<file path="src/rtl/mbet_pkg.sv">
`default_nettype none
// ----------------------------------------------------------------------------
// mbet_pkg: shared types and constants for the Mandelbrot escape-time pixel unit
// Payload structs, configuration register indexes and fixed field widths.
// ----------------------------------------------------------------------------
package mbet_pkg;

    localparam int PIX_BITS       = 13;
    localparam int ORIGIN_BITS    = 32;
    localparam int STEP_BITS      = 29;
    localparam int COUNT_BITS     = 12;
    localparam int GRAY_BITS      = 8;
    localparam int CFG_IDX_BITS   = 3;
    localparam int CFG_DATA_BITS  = 32;

    // multiplier digit, one digit of the second operand per cycle
    localparam int MUL_DIGIT_BITS = 16;

    // gray level search: (2g-1)^2 * max_iter <= 260100 * t
    localparam int GRAY_SQ_BITS   = 18;
    localparam int GRAY_PROD_BITS = 30;
    localparam int GRAY_STEP_BITS = 3;
    localparam logic [GRAY_SQ_BITS-1:0] GRAY_SCALE_SQ4 = 18'd260100;

    localparam logic [ORIGIN_BITS-1:0] RST_ORIGIN_RE = -32'sd563714457;
    localparam logic [ORIGIN_BITS-1:0] RST_ORIGIN_IM = -32'sd322122547;
    localparam logic [STEP_BITS-1:0]   RST_STEP_RE   = 29'd134218;
    localparam logic [STEP_BITS-1:0]   RST_STEP_IM   = 29'd134218;
    localparam logic [COUNT_BITS-1:0]  RST_MAX_ITER  = 12'd500;

    typedef enum logic [CFG_IDX_BITS-1:0] {
        CFG_ORIGIN_RE = 3'd0,
        CFG_ORIGIN_IM = 3'd1,
        CFG_STEP_RE   = 3'd2,
        CFG_STEP_IM   = 3'd3,
        CFG_MAX_ITER  = 3'd4
    } cfg_index_t;

    typedef struct packed {
        logic [PIX_BITS-1:0] pixel_row;
        logic [PIX_BITS-1:0] pixel_col;
    } mbet_in_t;

    typedef struct packed {
        logic [GRAY_BITS-1:0]  gray;
        logic [COUNT_BITS-1:0] escape_count;
        logic                  inside_set;
    } mbet_out_t;

endpackage
`default_nettype wire

</file>
<file path="src/rtl/mbet_mul.sv">
`default_nettype none
// ----------------------------------------------------------------------------
// mbet_mul: shared iterative unsigned multiplier
// Multiplies two OP_BITS operands exactly, one 16-bit digit of op_b per cycle,
// most significant digit first, with a shift-and-add accumulator.
// ----------------------------------------------------------------------------
module mbet_mul #(
    parameter int OP_BITS = 44
) (
    input  wire logic                   aclk,
    input  wire logic                   aresetn,
    input  wire logic                   start,
    input  wire logic [OP_BITS-1:0]     op_a,
    input  wire logic [OP_BITS-1:0]     op_b,
    output logic                        busy,
    output logic                        done,
    output logic [2*OP_BITS-1:0]        product
);
    import mbet_pkg::*;

    localparam int NDIG = (OP_BITS + MUL_DIGIT_BITS - 1) / MUL_DIGIT_BITS;
    localparam int BB   = NDIG * MUL_DIGIT_BITS;
    localparam int PB   = 2 * OP_BITS;
    localparam int CNTB = $clog2(NDIG + 1);
    localparam logic [CNTB-1:0] NDIG_CNT = CNTB'(NDIG);

    logic [OP_BITS-1:0]                a_reg;
    logic [BB-1:0]                     b_reg;
    logic [PB-1:0]                     acc_reg;
    logic [PB-1:0]                     acc_next;
    logic [CNTB-1:0]                   cnt_reg;
    logic                              busy_reg;
    logic                              done_reg;
    logic [MUL_DIGIT_BITS-1:0]         digit;
    logic [OP_BITS+MUL_DIGIT_BITS-1:0] part;

    assign digit    = b_reg[BB-1 -: MUL_DIGIT_BITS];
    assign part     = a_reg * digit;
    assign acc_next = (acc_reg << MUL_DIGIT_BITS) + PB'(part);

    always_ff @(posedge aclk) begin
        if (!aresetn) begin
            busy_reg <= 1'b0;
            done_reg <= 1'b0;
            cnt_reg  <= '0;
        end else begin
            done_reg <= 1'b0;
            if (start) begin
                busy_reg <= 1'b1;
                cnt_reg  <= NDIG_CNT;
            end else if (busy_reg) begin
                cnt_reg <= cnt_reg - CNTB'(1);
                if (cnt_reg == CNTB'(1)) begin
                    busy_reg <= 1'b0;
                    done_reg <= 1'b1;
                end
            end
        end
    end

    always_ff @(posedge aclk) begin
        if (start) begin
            a_reg   <= op_a;
            b_reg   <= BB'(op_b);
            acc_reg <= '0;
        end else if (busy_reg) begin
            acc_reg <= acc_next;
            b_reg   <= b_reg << MUL_DIGIT_BITS;
        end
    end

    assign busy    = busy_reg;
    assign done    = done_reg;
    assign product = acc_reg;

endmodule
`default_nettype wire

</file>
<file path="config.mk">
export PLATFORM = sky130hd
export DESIGN_NAME = mbet_mul
export DESIGN_NICKNAME = d
export VERILOG_FILES = /design/src/rtl/mbet_pkg.sv /design/src/rtl/mbet_mul.sv
export SDC_FILE = /design/constraint.sdc
export NUM_CORES = 2
export LEC_CHECK = 0
export ABC_AREA = 0
export BUFFER_PORTS_ARGS = -buffer_cell sky130_fd_sc_hd__buf_2
export CORE_UTILIZATION = 55
export DETAILED_ROUTE_END_ITERATION = 7
export PLACE_DENSITY = 0.73
export SETUP_SLACK_MARGIN = 0.3
export SYNTH_ARGS = -nofsm -noshare
export SYNTH_HDL_FRONTEND = slang
export SYNTH_SLANG_ARGS = --single-unit
export TNS_END_PERCENT = 30
</file>
<file path="constraint.sdc">
create_clock -name aclk -period 7.75 [get_ports aclk]
set_clock_uncertainty 0.1 [all_clocks]
set_input_delay 0.775 -clock aclk [delete_from_list [all_inputs] [get_ports aclk]]
set_output_delay 0.775 -clock aclk [all_outputs]
set_load 0.01 [all_outputs]
</file>
==> metrics.txt <==
most frequent cells in the layout inv_1, fa_1, nand2_1, and2_1, buf_2; most used cell, CP fa_1; Pre-antenna DRT Iters 5; pre-CTS setup slack 0.288 ns; Yosys cell types 71; crit path from a_reg[42]; Worst Reg2Reg Path Length in Cells 18; max reg flops 88; Avg Cell Area, Syn 9.04 µm²; first-pass GRT wire length 134,000 µm; CORE AREA 55,200 µm²; clock buffer count from CTS 17; vias in the first global route roughly 24,000; ratio of cells with drive above 1 in the final layout between 10% and 20%; initial DRC count 1,536; CP Max Fanout 11; Clock Path Buffers 2; CTS H-tree depth 4; initial antenna violation count 3; Total GRT Usage between 30% and 40%; synthesized netlist cell count 3,406; CP peak stage delay 0.65 ns; reg2reg end product[65]; CP required 8.04 ns; crit path time final a little over 7 ns; initial core utilization 55.8%; R2R Setup Slk 0.50 ns; WL final 83,200 µm; Clk Latency, worst-skew pair 0.50 ns; Residual DRC 0; fin nets 4,407; pin count of the biggest net entering global routing 80; routability cong. just under 1; CTS tree built; worst r2r src a_reg[42]; Worst path depth 18; Critical Path Sink product[65]; Syn-to-layout area delta 9.87%; Max Slew Vio Count 0; HPWL after DPL 66,300 µm; Main synth FF type dfxtp_1; die width between 200 and 250 µm; Syn Std Cell Area 30,800 µm²; Setup TNS 0 ns; Die Height roughly 240 µm; WP buf/inv 3; synth warn 0; vias per inst 5.40; register area share after synthesis 14.8%; relative slew slack 27.3%; die area approximately 57,000 µm²; # setup viols final 0; register bit count reported by yosys around 180; CTS hold repair buffers 0; Avg WL per Cell 19.3 µm; status finished, final reports clean; Synthesized Nets roughly 4,300; Worst Path Arrival around 7.5 ns; Hold Violations, Final 0; via count 23,200; # port buffers 180; unrepaired setup endpoints after global routing true; EDFF count, synth 88; Least-Margin Pin Slew 1.09 ns; Slowest cell on crit path edfxtp_1; clk slew on worst S/H paths 0.09 ns; critical path's top delay family adder cells; CP Capture Type flip-flop; CP Launch Type flip-flop; Peak Freq between 0.1 and 0.15 GHz; number of max-cap violations 0; ANT nets after route 0; Rows 86; setup slack after layout 0.503 ns; io pins 181; most common cell after layout, fill and taps aside inv_1; total gr overflow 0; fin crit share 93.5%; cells along the critical path buf_4, and2_1, fa_1, inv_1, fa_1, fa_1, fa_1, fa_1, inv_1, fa_1, ha_1, nand4_1, nor4_1, o31ai_1, nand3_2, a41oi_2, or3_1, a311oi_1; Clock Sinks between 150 and 200; crit path kind flip-flop to flip-flop; min-delay worst type input port to flip-flop; FFs w/ async S/R, synth 0%; Root Buffer clkbuf_16
-- cells by family (layout without fill, tap and decap cells) --
family                   after synthesis  after routing  share of synthesized area [%]
multiplexers                          62             62                           2.13
buffers and inverters                996           1139                           12.3
other                                  0              1                              0
adder cells (fa/ha/maj)              779            779                           47.0
AND/OR/NAND/NOR                     1031           1031                           15.6
flip-flops                           184            184                           14.8
XOR/XNOR                              78             78                           2.22
AO/OA/AOI/OAI                        276            277                           5.92
-- through the flow --
stage          utilization, %  hold slack (ns)  cell area, µm²  std cells
3_3_place_gp             58.8            0.333           32500       4208
4_1_cts                  60.0            0.327           33100       4240
6_report                 61.3            0.348           33800       4299
5_1_grt                  61.3            0.332           33800       4299
2_1_floorplan               -            0.357           30800       3406
3_5_place_dp             58.8            0.337           32500       4208
-- synthesized netlist by cell type (all sizes together) (32+ instances only) --
master	instances	area share, %
ha	149	6.1
o21ai	63	1.0
clkbuf	158	1.9
xnor2	46	1.3
dfxtp	96	6.2
nand2	575	7.0
inv	810	9.9
a21oi	77	1.3
nor2	91	1.1
and2	257	5.2
a21o	32	0.78
xor2	32	0.91
mux2i	34	1.1
edfxtp	88	8.6
fa	630	41
-- area by class of cell --
cell class / instances / area (µm²)
Fill cell: 4722 / 21400
Inverter: 810 / 3040
Multi-Input combinational cell: 2227 / 22500
Clock buffer: 17 / 425
Tap cell: 748 / 936
Sequential cell: 184 / 4570
Antenna cell: 1 / 2.50
Clock inverter: 15 / 216
Timing Repair Buffer: 297 / 2110
-- worst min path at each step --
stage / start / end / cells after the start
finish: op_a[8] / a_reg[8] / 1
floorplan: b_reg[28] / b_reg[44] / 2
global placement: product[79] / product[79] / 2
global route: op_a[11] / a_reg[11] / 1
detailed placement: product[79] / product[79] / 2
CTS: op_a[19] / a_reg[19] / 1
-- worst register-to-register path, cell delays in order (launching register included) --
cell and delay (ns):
edfxtp_1 0.65, buf_4 0.30, and2_1 0.17, fa_1 0.55
inv_1 0.07, fa_1 0.50, fa_1 0.52, fa_1 0.43
fa_1 0.53, inv_1 0.05, fa_1 0.44, ha_1 0.57
nand4_1 0.27, nor4_1 0.60, o31ai_1 0.24, nand3_2 0.24
a41oi_2 0.27, or3_1 0.39, a311oi_1 0.27
-- repair_timing --
item / CTS / global route
buffers inserted: 0 / 57
cloned: 0 / 1
endpoints found under the setup margin: 4 / 31
pin swaps: 0 / 4
gates resized for setup: 1 / 15
-- metal layers --
layer | GRT usage [%] | wire (µm)
met1 | 41.6 | 34300
met2 | 51.0 | 40100
met3 | 4.77 | 6140
met4 | 10.3 | 2630
met5 | 0 | 11
Power is left out: the tool's default activity adds up to more than one toggle a clock period on the data nets, which glitch-free logic cannot reach.
