### config.mk
export PLATFORM = sky130hd
export DESIGN_NAME = mbet_gray
export DESIGN_NICKNAME = d
export VERILOG_FILES = /design/src/rtl/mbet_pkg.sv /design/src/rtl/mbet_gray.sv
export SDC_FILE = /design/constraint.sdc
export NUM_CORES = 1
export LEC_CHECK = 0
export ABC_AREA = 0
export BUFFER_PORTS_ARGS = -buffer_cell sky130_fd_sc_hd__buf_2
export CORE_MARGIN = 5
export CORE_UTILIZATION = 44
export DETAILED_ROUTE_END_ITERATION = 8
export GPL_TIMING_DRIVEN = 0
export PLACE_DENSITY = 0.68
export SLEW_MARGIN = 10
export SYNTH_ARGS = -nofsm -noshare
export SYNTH_HDL_FRONTEND = slang
export SYNTH_SLANG_ARGS = --single-unit
### constraint.sdc
create_clock -name aclk -period 9.85 [get_ports aclk]
set_input_delay 2.955 -clock aclk [delete_from_list [all_inputs] [get_ports aclk]]
set_output_delay 2.955 -clock aclk [all_outputs]
set_load 0.02 [all_outputs]
### src/rtl/mbet_pkg.sv
`default_nettype none
// ----------------------------------------------------------------------------
// mbet_pkg: shared types and constants for the Mandelbrot escape-time pixel unit
// Payload structs, configuration register indexes and fixed field widths.
// ----------------------------------------------------------------------------
package mbet_pkg;

    localparam int PIX_BITS       = 13;
    localparam int ORIGIN_BITS    = 32;
    localparam int STEP_BITS      = 29;
    localparam int COUNT_BITS     = 12;
    localparam int GRAY_BITS      = 8;
    localparam int CFG_IDX_BITS   = 3;
    localparam int CFG_DATA_BITS  = 32;

    // multiplier digit, one digit of the second operand per cycle
    localparam int MUL_DIGIT_BITS = 16;

    // gray level search: (2g-1)^2 * max_iter <= 260100 * t
    localparam int GRAY_SQ_BITS   = 18;
    localparam int GRAY_PROD_BITS = 30;
    localparam int GRAY_STEP_BITS = 3;
    localparam logic [GRAY_SQ_BITS-1:0] GRAY_SCALE_SQ4 = 18'd260100;

    localparam logic [ORIGIN_BITS-1:0] RST_ORIGIN_RE = -32'sd563714457;
    localparam logic [ORIGIN_BITS-1:0] RST_ORIGIN_IM = -32'sd322122547;
    localparam logic [STEP_BITS-1:0]   RST_STEP_RE   = 29'd134218;
    localparam logic [STEP_BITS-1:0]   RST_STEP_IM   = 29'd134218;
    localparam logic [COUNT_BITS-1:0]  RST_MAX_ITER  = 12'd500;

    typedef enum logic [CFG_IDX_BITS-1:0] {
        CFG_ORIGIN_RE = 3'd0,
        CFG_ORIGIN_IM = 3'd1,
        CFG_STEP_RE   = 3'd2,
        CFG_STEP_IM   = 3'd3,
        CFG_MAX_ITER  = 3'd4
    } cfg_index_t;

    typedef struct packed {
        logic [PIX_BITS-1:0] pixel_row;
        logic [PIX_BITS-1:0] pixel_col;
    } mbet_in_t;

    typedef struct packed {
        logic [GRAY_BITS-1:0]  gray;
        logic [COUNT_BITS-1:0] escape_count;
        logic                  inside_set;
    } mbet_out_t;

endpackage
`default_nettype wire

### src/rtl/mbet_gray.sv
`default_nettype none
// ----------------------------------------------------------------------------
// mbet_gray: escape count to gray level
// Bitwise search for the largest g with (2g-1)^2 * limit <= 260100 * count;
// for each bit, square the odd candidate, then scale and compare.
// ----------------------------------------------------------------------------
module mbet_gray (
    input  wire logic                               aclk,
    input  wire logic                               aresetn,
    input  wire logic                               start,
    input  wire logic [mbet_pkg::COUNT_BITS-1:0]    count,
    input  wire logic [mbet_pkg::COUNT_BITS-1:0]    limit,
    output logic                                    done,
    output logic [mbet_pkg::GRAY_BITS-1:0]          gray
);
    import mbet_pkg::*;

    logic [GRAY_PROD_BITS-1:0] rhs_reg;
    logic [GRAY_PROD_BITS-1:0] lhs;
    logic [GRAY_SQ_BITS-1:0]   sq_reg;
    logic [GRAY_BITS-1:0]      g_reg;
    logic [GRAY_BITS-1:0]      cand;
    logic [GRAY_BITS:0]        odd;
    logic [GRAY_STEP_BITS-1:0] bit_reg;
    logic                      phase_reg;
    logic                      busy_reg;
    logic                      done_reg;

    assign cand = g_reg | (GRAY_BITS'(1) << bit_reg);
    assign odd  = {cand, 1'b0} - (GRAY_BITS+1)'(1);
    assign lhs  = sq_reg * limit;

    always_ff @(posedge aclk) begin
        if (!aresetn) begin
            busy_reg  <= 1'b0;
            done_reg  <= 1'b0;
            phase_reg <= 1'b0;
            bit_reg   <= '0;
        end else begin
            done_reg <= 1'b0;
            if (start) begin
                busy_reg  <= 1'b1;
                phase_reg <= 1'b0;
                bit_reg   <= '1;
            end else if (busy_reg) begin
                phase_reg <= !phase_reg;
                if (phase_reg) begin
                    if (bit_reg == '0) begin
                        busy_reg <= 1'b0;
                        done_reg <= 1'b1;
                    end else begin
                        bit_reg <= bit_reg - GRAY_STEP_BITS'(1);
                    end
                end
            end
        end
    end

    always_ff @(posedge aclk) begin
        if (start) begin
            rhs_reg <= GRAY_SCALE_SQ4 * count;
            g_reg   <= '0;
        end else if (busy_reg) begin
            if (!phase_reg) begin
                sq_reg <= odd * odd;
            end else if (lhs <= rhs_reg) begin
                g_reg <= cand;
            end
        end
    end

    assign done = done_reg;
    assign gray = g_reg;

endmodule
`default_nettype wire

==> key figures, run 1 <==
Run status
  – Status: finished clean

Layout
  – N_diodes: 0
  – Fillcell total: 2,811
  – Share of post-route cells with drive strength above 1: 5.231%
  – Nets@finish: 1,922
  – Area growth from synthesis to layout: 7.913%
  – Max reg flops: 28
  – Most common cell after layout, fill and taps aside: inv_1
  – Final Util: 48.03%
  – Commonest non-fill, non-tap cells in the layout: inv_1 (376), fa_1 (220), ha_1 (189)

STA
  – Fin Setup TNS: 0 ns
  – Final setup violation count: 0
  – FMAX: 104.9 MHz
  – Final Skew: 0.007635 ns
  – Worst-margin pin slew: 0.8345 ns
  – Max transition margin: 43.97%
  – Clock period minus worst slack: 9.537 ns
  – Period utilization: 96.83%
  – Final setup margin: 0.3127 ns
  – Fin. Hold Viols: 0
  – Fin. max-slew vios: 0

Clocking
  – CTS buffer count: 9
  – # H-tree levels: 3
  – Hold_buf cts: 0
  – Root Buffer: clkbuf_16
  – Sink Count: 57
  – Clock-pin slew on the worst setup and hold paths: 0.05 ns
  – Max clock buf depth: 2
  – Worst-skew pair later-pin latency: 0.34 ns
  – TritonCTS clock tree: done

Worst setup path
  – CP startpoint kind: primary input
  – Critical Path RT: 10.05 ns
  – Reg2Reg Launch Point: sq_reg[3]$_DFFE_PP_
  – Crit-path max FO: 16
  – Reg2Reg Setup Slack: 2.20 ns
  – FF-to-FF End: gray[3]$_SDFFE_PP0P_
  – Kind of critical path: primary input to flop
  – Critical path arrival: 9.73 ns
  – Critical path endpoint category: flop
  – R2r worst-path depth: 25

Logic synthesis
  – XOR/XNOR Fraction of Synth Area: 4.574%
  – Yosys warns: 0
  – Synth Area in Simple Gates: 11.28%
  – Syn Inst Count: 1,437
  – Mux cell area share after synthesis: 0.07608%
  – Mapped Area: 13,160 um2
  – Number of flops mapped to enable cells by yosys: 43
  – Compound-cell area share of the yosys netlist: 8.911%
  – Top_reg_cell synth: edfxtp_1
  – Synth unique cells: 60
  – Post-synthesis register bit count: 57
  – Async set or reset register ratio after synthesis: 0%
  – Synthesized area per cell: 9.155 um2
  – Post-synthesis adder-cell area fraction: 51.45%
  – Largest family of logic cells by synthesized area: adder cells
  – Sequential fraction of the synthesis area: 11.94%

Place
  – Post-Place Worst Slack: -0.9749 ns
  – Dpl hpwl: 23,200 um
  – Placer Congestion: 0.8342
  – Port bufs: 35

Die
  – Die Ht: 182.9 um
  – Initial Util: 44.51%
  – Core Box Area: 29,560 um2
  – FP Rows: 63
  – I/O Pins: 36
  – DIE AREA: 33,460 um2
  – Die width: 182.9 um

Drt
  – Drt via density: 4.999
  – TritonRoute pass-1 iters: 5
  – WL per Instance: 13.88 um
  – WL final: 26,110 um
  – # DRC: 0
  – Via count: 9,403
  – Drt first-iter violations: 481
  – ANT nets after route: 0

Min path
  – Hold endpoint: gray[7]$_SDFFE_PP0P_
  – Min-delay src: gray[7]$_SDFFE_PP0P_
  – Worst Hold Depth: 2
  – HP Class: flop to flop

Flow run
  – Max-cap viol count: 0

Global routing
  – Total track usage: 16.51%
  – Global-route wire length before repair: 45,890 um
  – Overflow after GRT: 0
  – Largest net degree at the start of global routing: 30
  – Vias in the first global route: 9,856
  – Initial antenna violation count: 0
-- metrics by stage --
| stage | hold slack (ns) | instance area [um2] | cells |
|---|---|---|---|
| floorplan | 0.5157 | 13190 | 1446 |
| global placement | 0.4674 | 13850 | 1871 |
| detailed placement | 0.4701 | 13870 | 1872 |
| CTS | 0.4765 | 14140 | 1879 |
| global route | 0.5116 | 14200 | 1881 |
| finish | 0.4752 | 14200 | 1881 |
-- synthesized netlist by cell type (3+ instances only) --
| cell | instances | area, um2 |
|---|---|---|
| inv_1 | 376 | 1411 |
| fa_1 | 220 | 4404 |
| ha_1 | 189 | 2365 |
| nand2_1 | 146 | 548.0 |
| and2_1 | 65 | 406.6 |
| nor2_1 | 54 | 202.7 |
| a21oi_1 | 50 | 250.2 |
| xnor2_1 | 50 | 437.9 |
| edfxtp_1 | 43 | 1291 |
| clkbuf_1 | 31 | 116.4 |
| a21o_1 | 26 | 195.2 |
| o21ai_0 | 21 | 105.1 |
| xor2_1 | 15 | 131.4 |
| dfxtp_1 | 14 | 280.3 |
| nor3_1 | 11 | 55.05 |
| nand3_1 | 9 | 45.04 |
| a211oi_1 | 7 | 52.55 |
| o21a_1 | 7 | 52.55 |
| and3_1 | 6 | 37.54 |
| nand2b_1 | 6 | 37.54 |
| nor2b_1 | 6 | 37.54 |
| o211ai_1 | 6 | 45.04 |
| o21bai_1 | 6 | 45.04 |
| o32ai_1 | 6 | 52.55 |
| a21oi_2 | 5 | 43.79 |
| nand4_1 | 5 | 31.28 |
| o21ai_1 | 5 | 25.02 |
| a31oi_1 | 4 | 25.02 |
| o2111ai_1 | 4 | 35.03 |
| a221o_1 | 3 | 30.03 |
| nor4_1 | 3 | 18.77 |
-- layout make-up --
type                    count  area (um2)  share of cell area [%]
clock buffers              12       267.8                   1.886
inverters                 378        1419                   9.994
repair buffers             38       225.2                   1.586
multi-input cells         979       10120                   71.25
well taps                 390       488.0                   3.437
flip-flops and latches     57        1572                   11.07
plain buffers              23       87.58                  0.6169
clock inverters             4       22.52                  0.1586
-- cell families after synthesis --
logic type | after synthesis
AOI/OAI and AO/OA | 171
xor gates and xnor gates | 67
adders and majority gates | 409
buffers and inverters | 410
DFF | 57
muxes | 1
other | 2
and+or+nand+nor | 320
-- critical path, cell delays in order --
cell	delay, ns
buf_2	0.20
and2_1	0.22
fa_1	0.52
fa_1	0.53
fa_1	0.53
fa_1	0.55
inv_1	0.05
fa_1	0.53
inv_1	0.04
ha_1	0.36
and3_1	0.24
a221o_1	0.40
a21oi_2	0.21
o21ai_1	0.17
a21oi_2	0.29
o31a_1	0.18
o211ai_1	0.10
ha_1	0.31
nand4_1	0.11
or2_2	0.33
nor2_2	0.23
o211ai_1	0.18
a32oi_4	0.24
buf_12	0.16
o32ai_1	0.08
-- worst max path at each step --
stage | start | end | slack [ns] | cells after the start
after floorplan | limit[5] | gray[3]$_SDFFE_PP0P_ | 0.63 | 25
after global placement | limit[5] | gray[2]$_SDFFE_PP0P_ | -0.87 | 26
after detailed placement | limit[5] | gray[3]$_SDFFE_PP0P_ | -0.97 | 26
after CTS | limit[8] | gray[3]$_SDFFE_PP0P_ | 0.12 | 25
after global routing | limit[11] | gray[3]$_SDFFE_PP0P_ | -0.02 | 25
final | limit[11] | gray[3]$_SDFFE_PP0P_ | 0.31 | 25
-- what timing repair did --
| action | in CTS | in global routing |
|---|---|---|
| pin swaps | 0 | 2 |
| setup endpoints to repair | 8 | 8 |
| resized for setup | 2 | 9 |
| buffers inserted | 0 | 2 |
-- per-layer routing --
metal | global-route usage (%) | routed length [um] | share of wire (%)
met3 | 2.083 | 857 | 3.3
met4 | 3.635 | 355 | 1.4
met1 | 22.37 | 11930 | 46
met5 | 0 | 0 | 0
met2 | 28.57 | 12970 | 50
Power of run 1 is left out: the tool's default activity adds up to more than one toggle a clock period on the data nets, which glitch-free logic cannot reach.
==> run 2: changes to the inputs <==
PLACE_DENSITY = 0.7   (was 0.68)
clock period = 7.95 ns   (was 9.85 ns; I/O delays follow)
==> key figures, run 2 (synthesis results as in run 1) <==
Global routing
  – Overflow after GRT: 0
  – Largest net degree at the start of global routing: 30
  – Met2 usage: 30.97%
  – M3 GR Usage: 1.825%
  – Initial antenna violation count: 0
  – Total track usage: 18.11%
  – Grt met1 use: 24.83%
  – Vias in the first global route: 10,280
  – Global-route wire length before repair: 49,520 um
  – Global routing's busiest layer: met2

STA
  – Fin. max-slew vios: 0
  – Max transition margin: 41.61%
  – Final Skew: 0.008257 ns
  – Period utilization: 106.5%
  – Final setup violation count: 8
  – Worst-margin pin slew: 0.8696 ns
  – FMAX: 118.1 MHz
  – Fin Setup TNS: -4.061 ns
  – Unrepaired setup endpoints after global routing: true
  – Clock period minus worst slack: 8.468 ns
  – Fin. Hold Viols: 0
  – Final setup margin: -0.5179 ns

Die
  – FP Rows: 63
  – DIE AREA: 33,460 um2
  – Die Ht: 182.9 um
  – Core Box Area: 29,560 um2
  – I/O Pins: 36
  – Initial Util: 44.51%
  – Die width: 182.9 um

Clocking
  – CTS buffer count: 9
  – Sink Count: 57
  – Max clock buf depth: 2
  – Clock-pin slew on the worst setup and hold paths: 0.05 ns
  – # H-tree levels: 3
  – Root Buffer: clkbuf_16
  – TritonCTS clock tree: done
  – Worst-skew pair later-pin latency: 0.35 ns
  – Hold_buf cts: 0

Place
  – Port bufs: 35
  – Placer Congestion: 0.8499
  – Placed cell areas: 14,180 um2
  – Dpl hpwl: 23,880 um

Min path
  – Min-delay src: gray[7]$_SDFFE_PP0P_
  – HP Class: flop to flop

Drt
  – TritonRoute pass-1 iters: 4
  – Drt first-iter violations: 553
  – WL per Instance: 14.99 um
  – # DRC: 0
  – Drt via density: 5.033
  – Via count: 9,723
  – WL final: 28,950 um
  – ANT nets after route: 0

Worst setup path
  – CP startpoint kind: primary input
  – Critical path startpoint: limit[8]
  – Crit-path max FO: 8
  – Critical path arrival: 8.66 ns
  – Kind of critical path: primary input to flop
  – Reg2Reg Launch Point: sq_reg[6]$_DFFE_PP_
  – Critical Path RT: 8.14 ns
  – Critical path endpoint category: flop

Layout
  – Area growth from synthesis to layout: 16.20%
  – N_diodes: 0
  – Nets@finish: 1,973
  – Final Util: 51.72%
  – Post-route cell area: 15,290 um2
  – Share of post-route cells with drive strength above 1: 12.58%
  – Max reg flops: 28
  – Most common cell after layout, fill and taps aside: inv_1
  – Fillcell total: 2,650
  – Area occupied by multi-input gates: 10,500 um2
  – Register area: 1572 um2
  – Commonest non-fill, non-tap cells in the layout: inv_1 (366), fa_1 (213), ha_1 (177)

Flow run
  – Max-cap viol count: 0

Run status
  – Failing checks: negative setup slack
  – Status: finished, violations left
## run 2: path summary, 6_finish.rpt
kind / end / slack, ns / cells past startpoint
max: gray[7]$_SDFFE_PP0P_ / -0.52 / 28
min reg2reg: gray[7]$_SDFFE_PP0P_ / 0.49 / 2
max reg2reg: gray[7]$_SDFFE_PP0P_ / 0.78 / 26
min: gray[7]$_SDFFE_PP0P_ / 0.49 / 2
## run 2: timing repair
item,4_1_cts,5_1_grt
buffers inserted,30,13
cloned,1,0
gates resized for setup,57,38
pin swaps,41,49
endpoints found under the setup margin,8,8
## run 2: area by class of cell
type,instances,share of cell area (%)
multi-input cells,979,68.70
flip-flops and latches,57,10.28
inverters,378,9.281
repair buffers,80,4.502
well taps,390,3.192
plain buffers,32,1.997
clock buffers,11,1.522
clock inverters,5,0.5238
## run 2: critical path, cell delays in order
cell      delay [ns]
buf_12          0.11
buf_4           0.16
and2_4          0.16
fa_1            0.52
inv_1           0.05
fa_1            0.47
inv_1           0.05
fa_1            0.50
fa_1            0.52
inv_2           0.04
fa_1            0.53
inv_1           0.06
ha_4            0.17
or4_4           0.43
o22ai_4         0.19
buf_6           0.15
o21ai_4         0.06
a31o_4          0.26
a31oi_4         0.20
xnor2_2         0.08
ha_1            0.30
nand4_1         0.14
or2_4           0.30
nor2_4          0.14
o211ai_1        0.14
a32oi_4         0.25
buf_12          0.19
o32ai_2         0.08
## run 2: layer usage
layer,part of all wire (%),up-vias,routed length [um]
met2,50,131,14520
met1,45,4921,12990
li1,-,4635,-
met4,2.2,0,624
met3,2.8,36,816
met5,0,-,0
## run 2: per-stage QoR
step | setup slack [ns] | hold slack, ns | cells
6_report | -0.5179 | 0.4895 | 1932
5_1_grt | -0.6841 | 0.5278 | 1932
4_1_cts | -0.4764 | 0.4884 | 1919
3_5_place_dp | -1.399 | 0.4703 | 1872
3_3_place_gp | -1.329 | 0.4620 | 1871
2_1_floorplan | -0.06522 | 0.5157 | 1446
Power of run 2 is left out for the same reason.
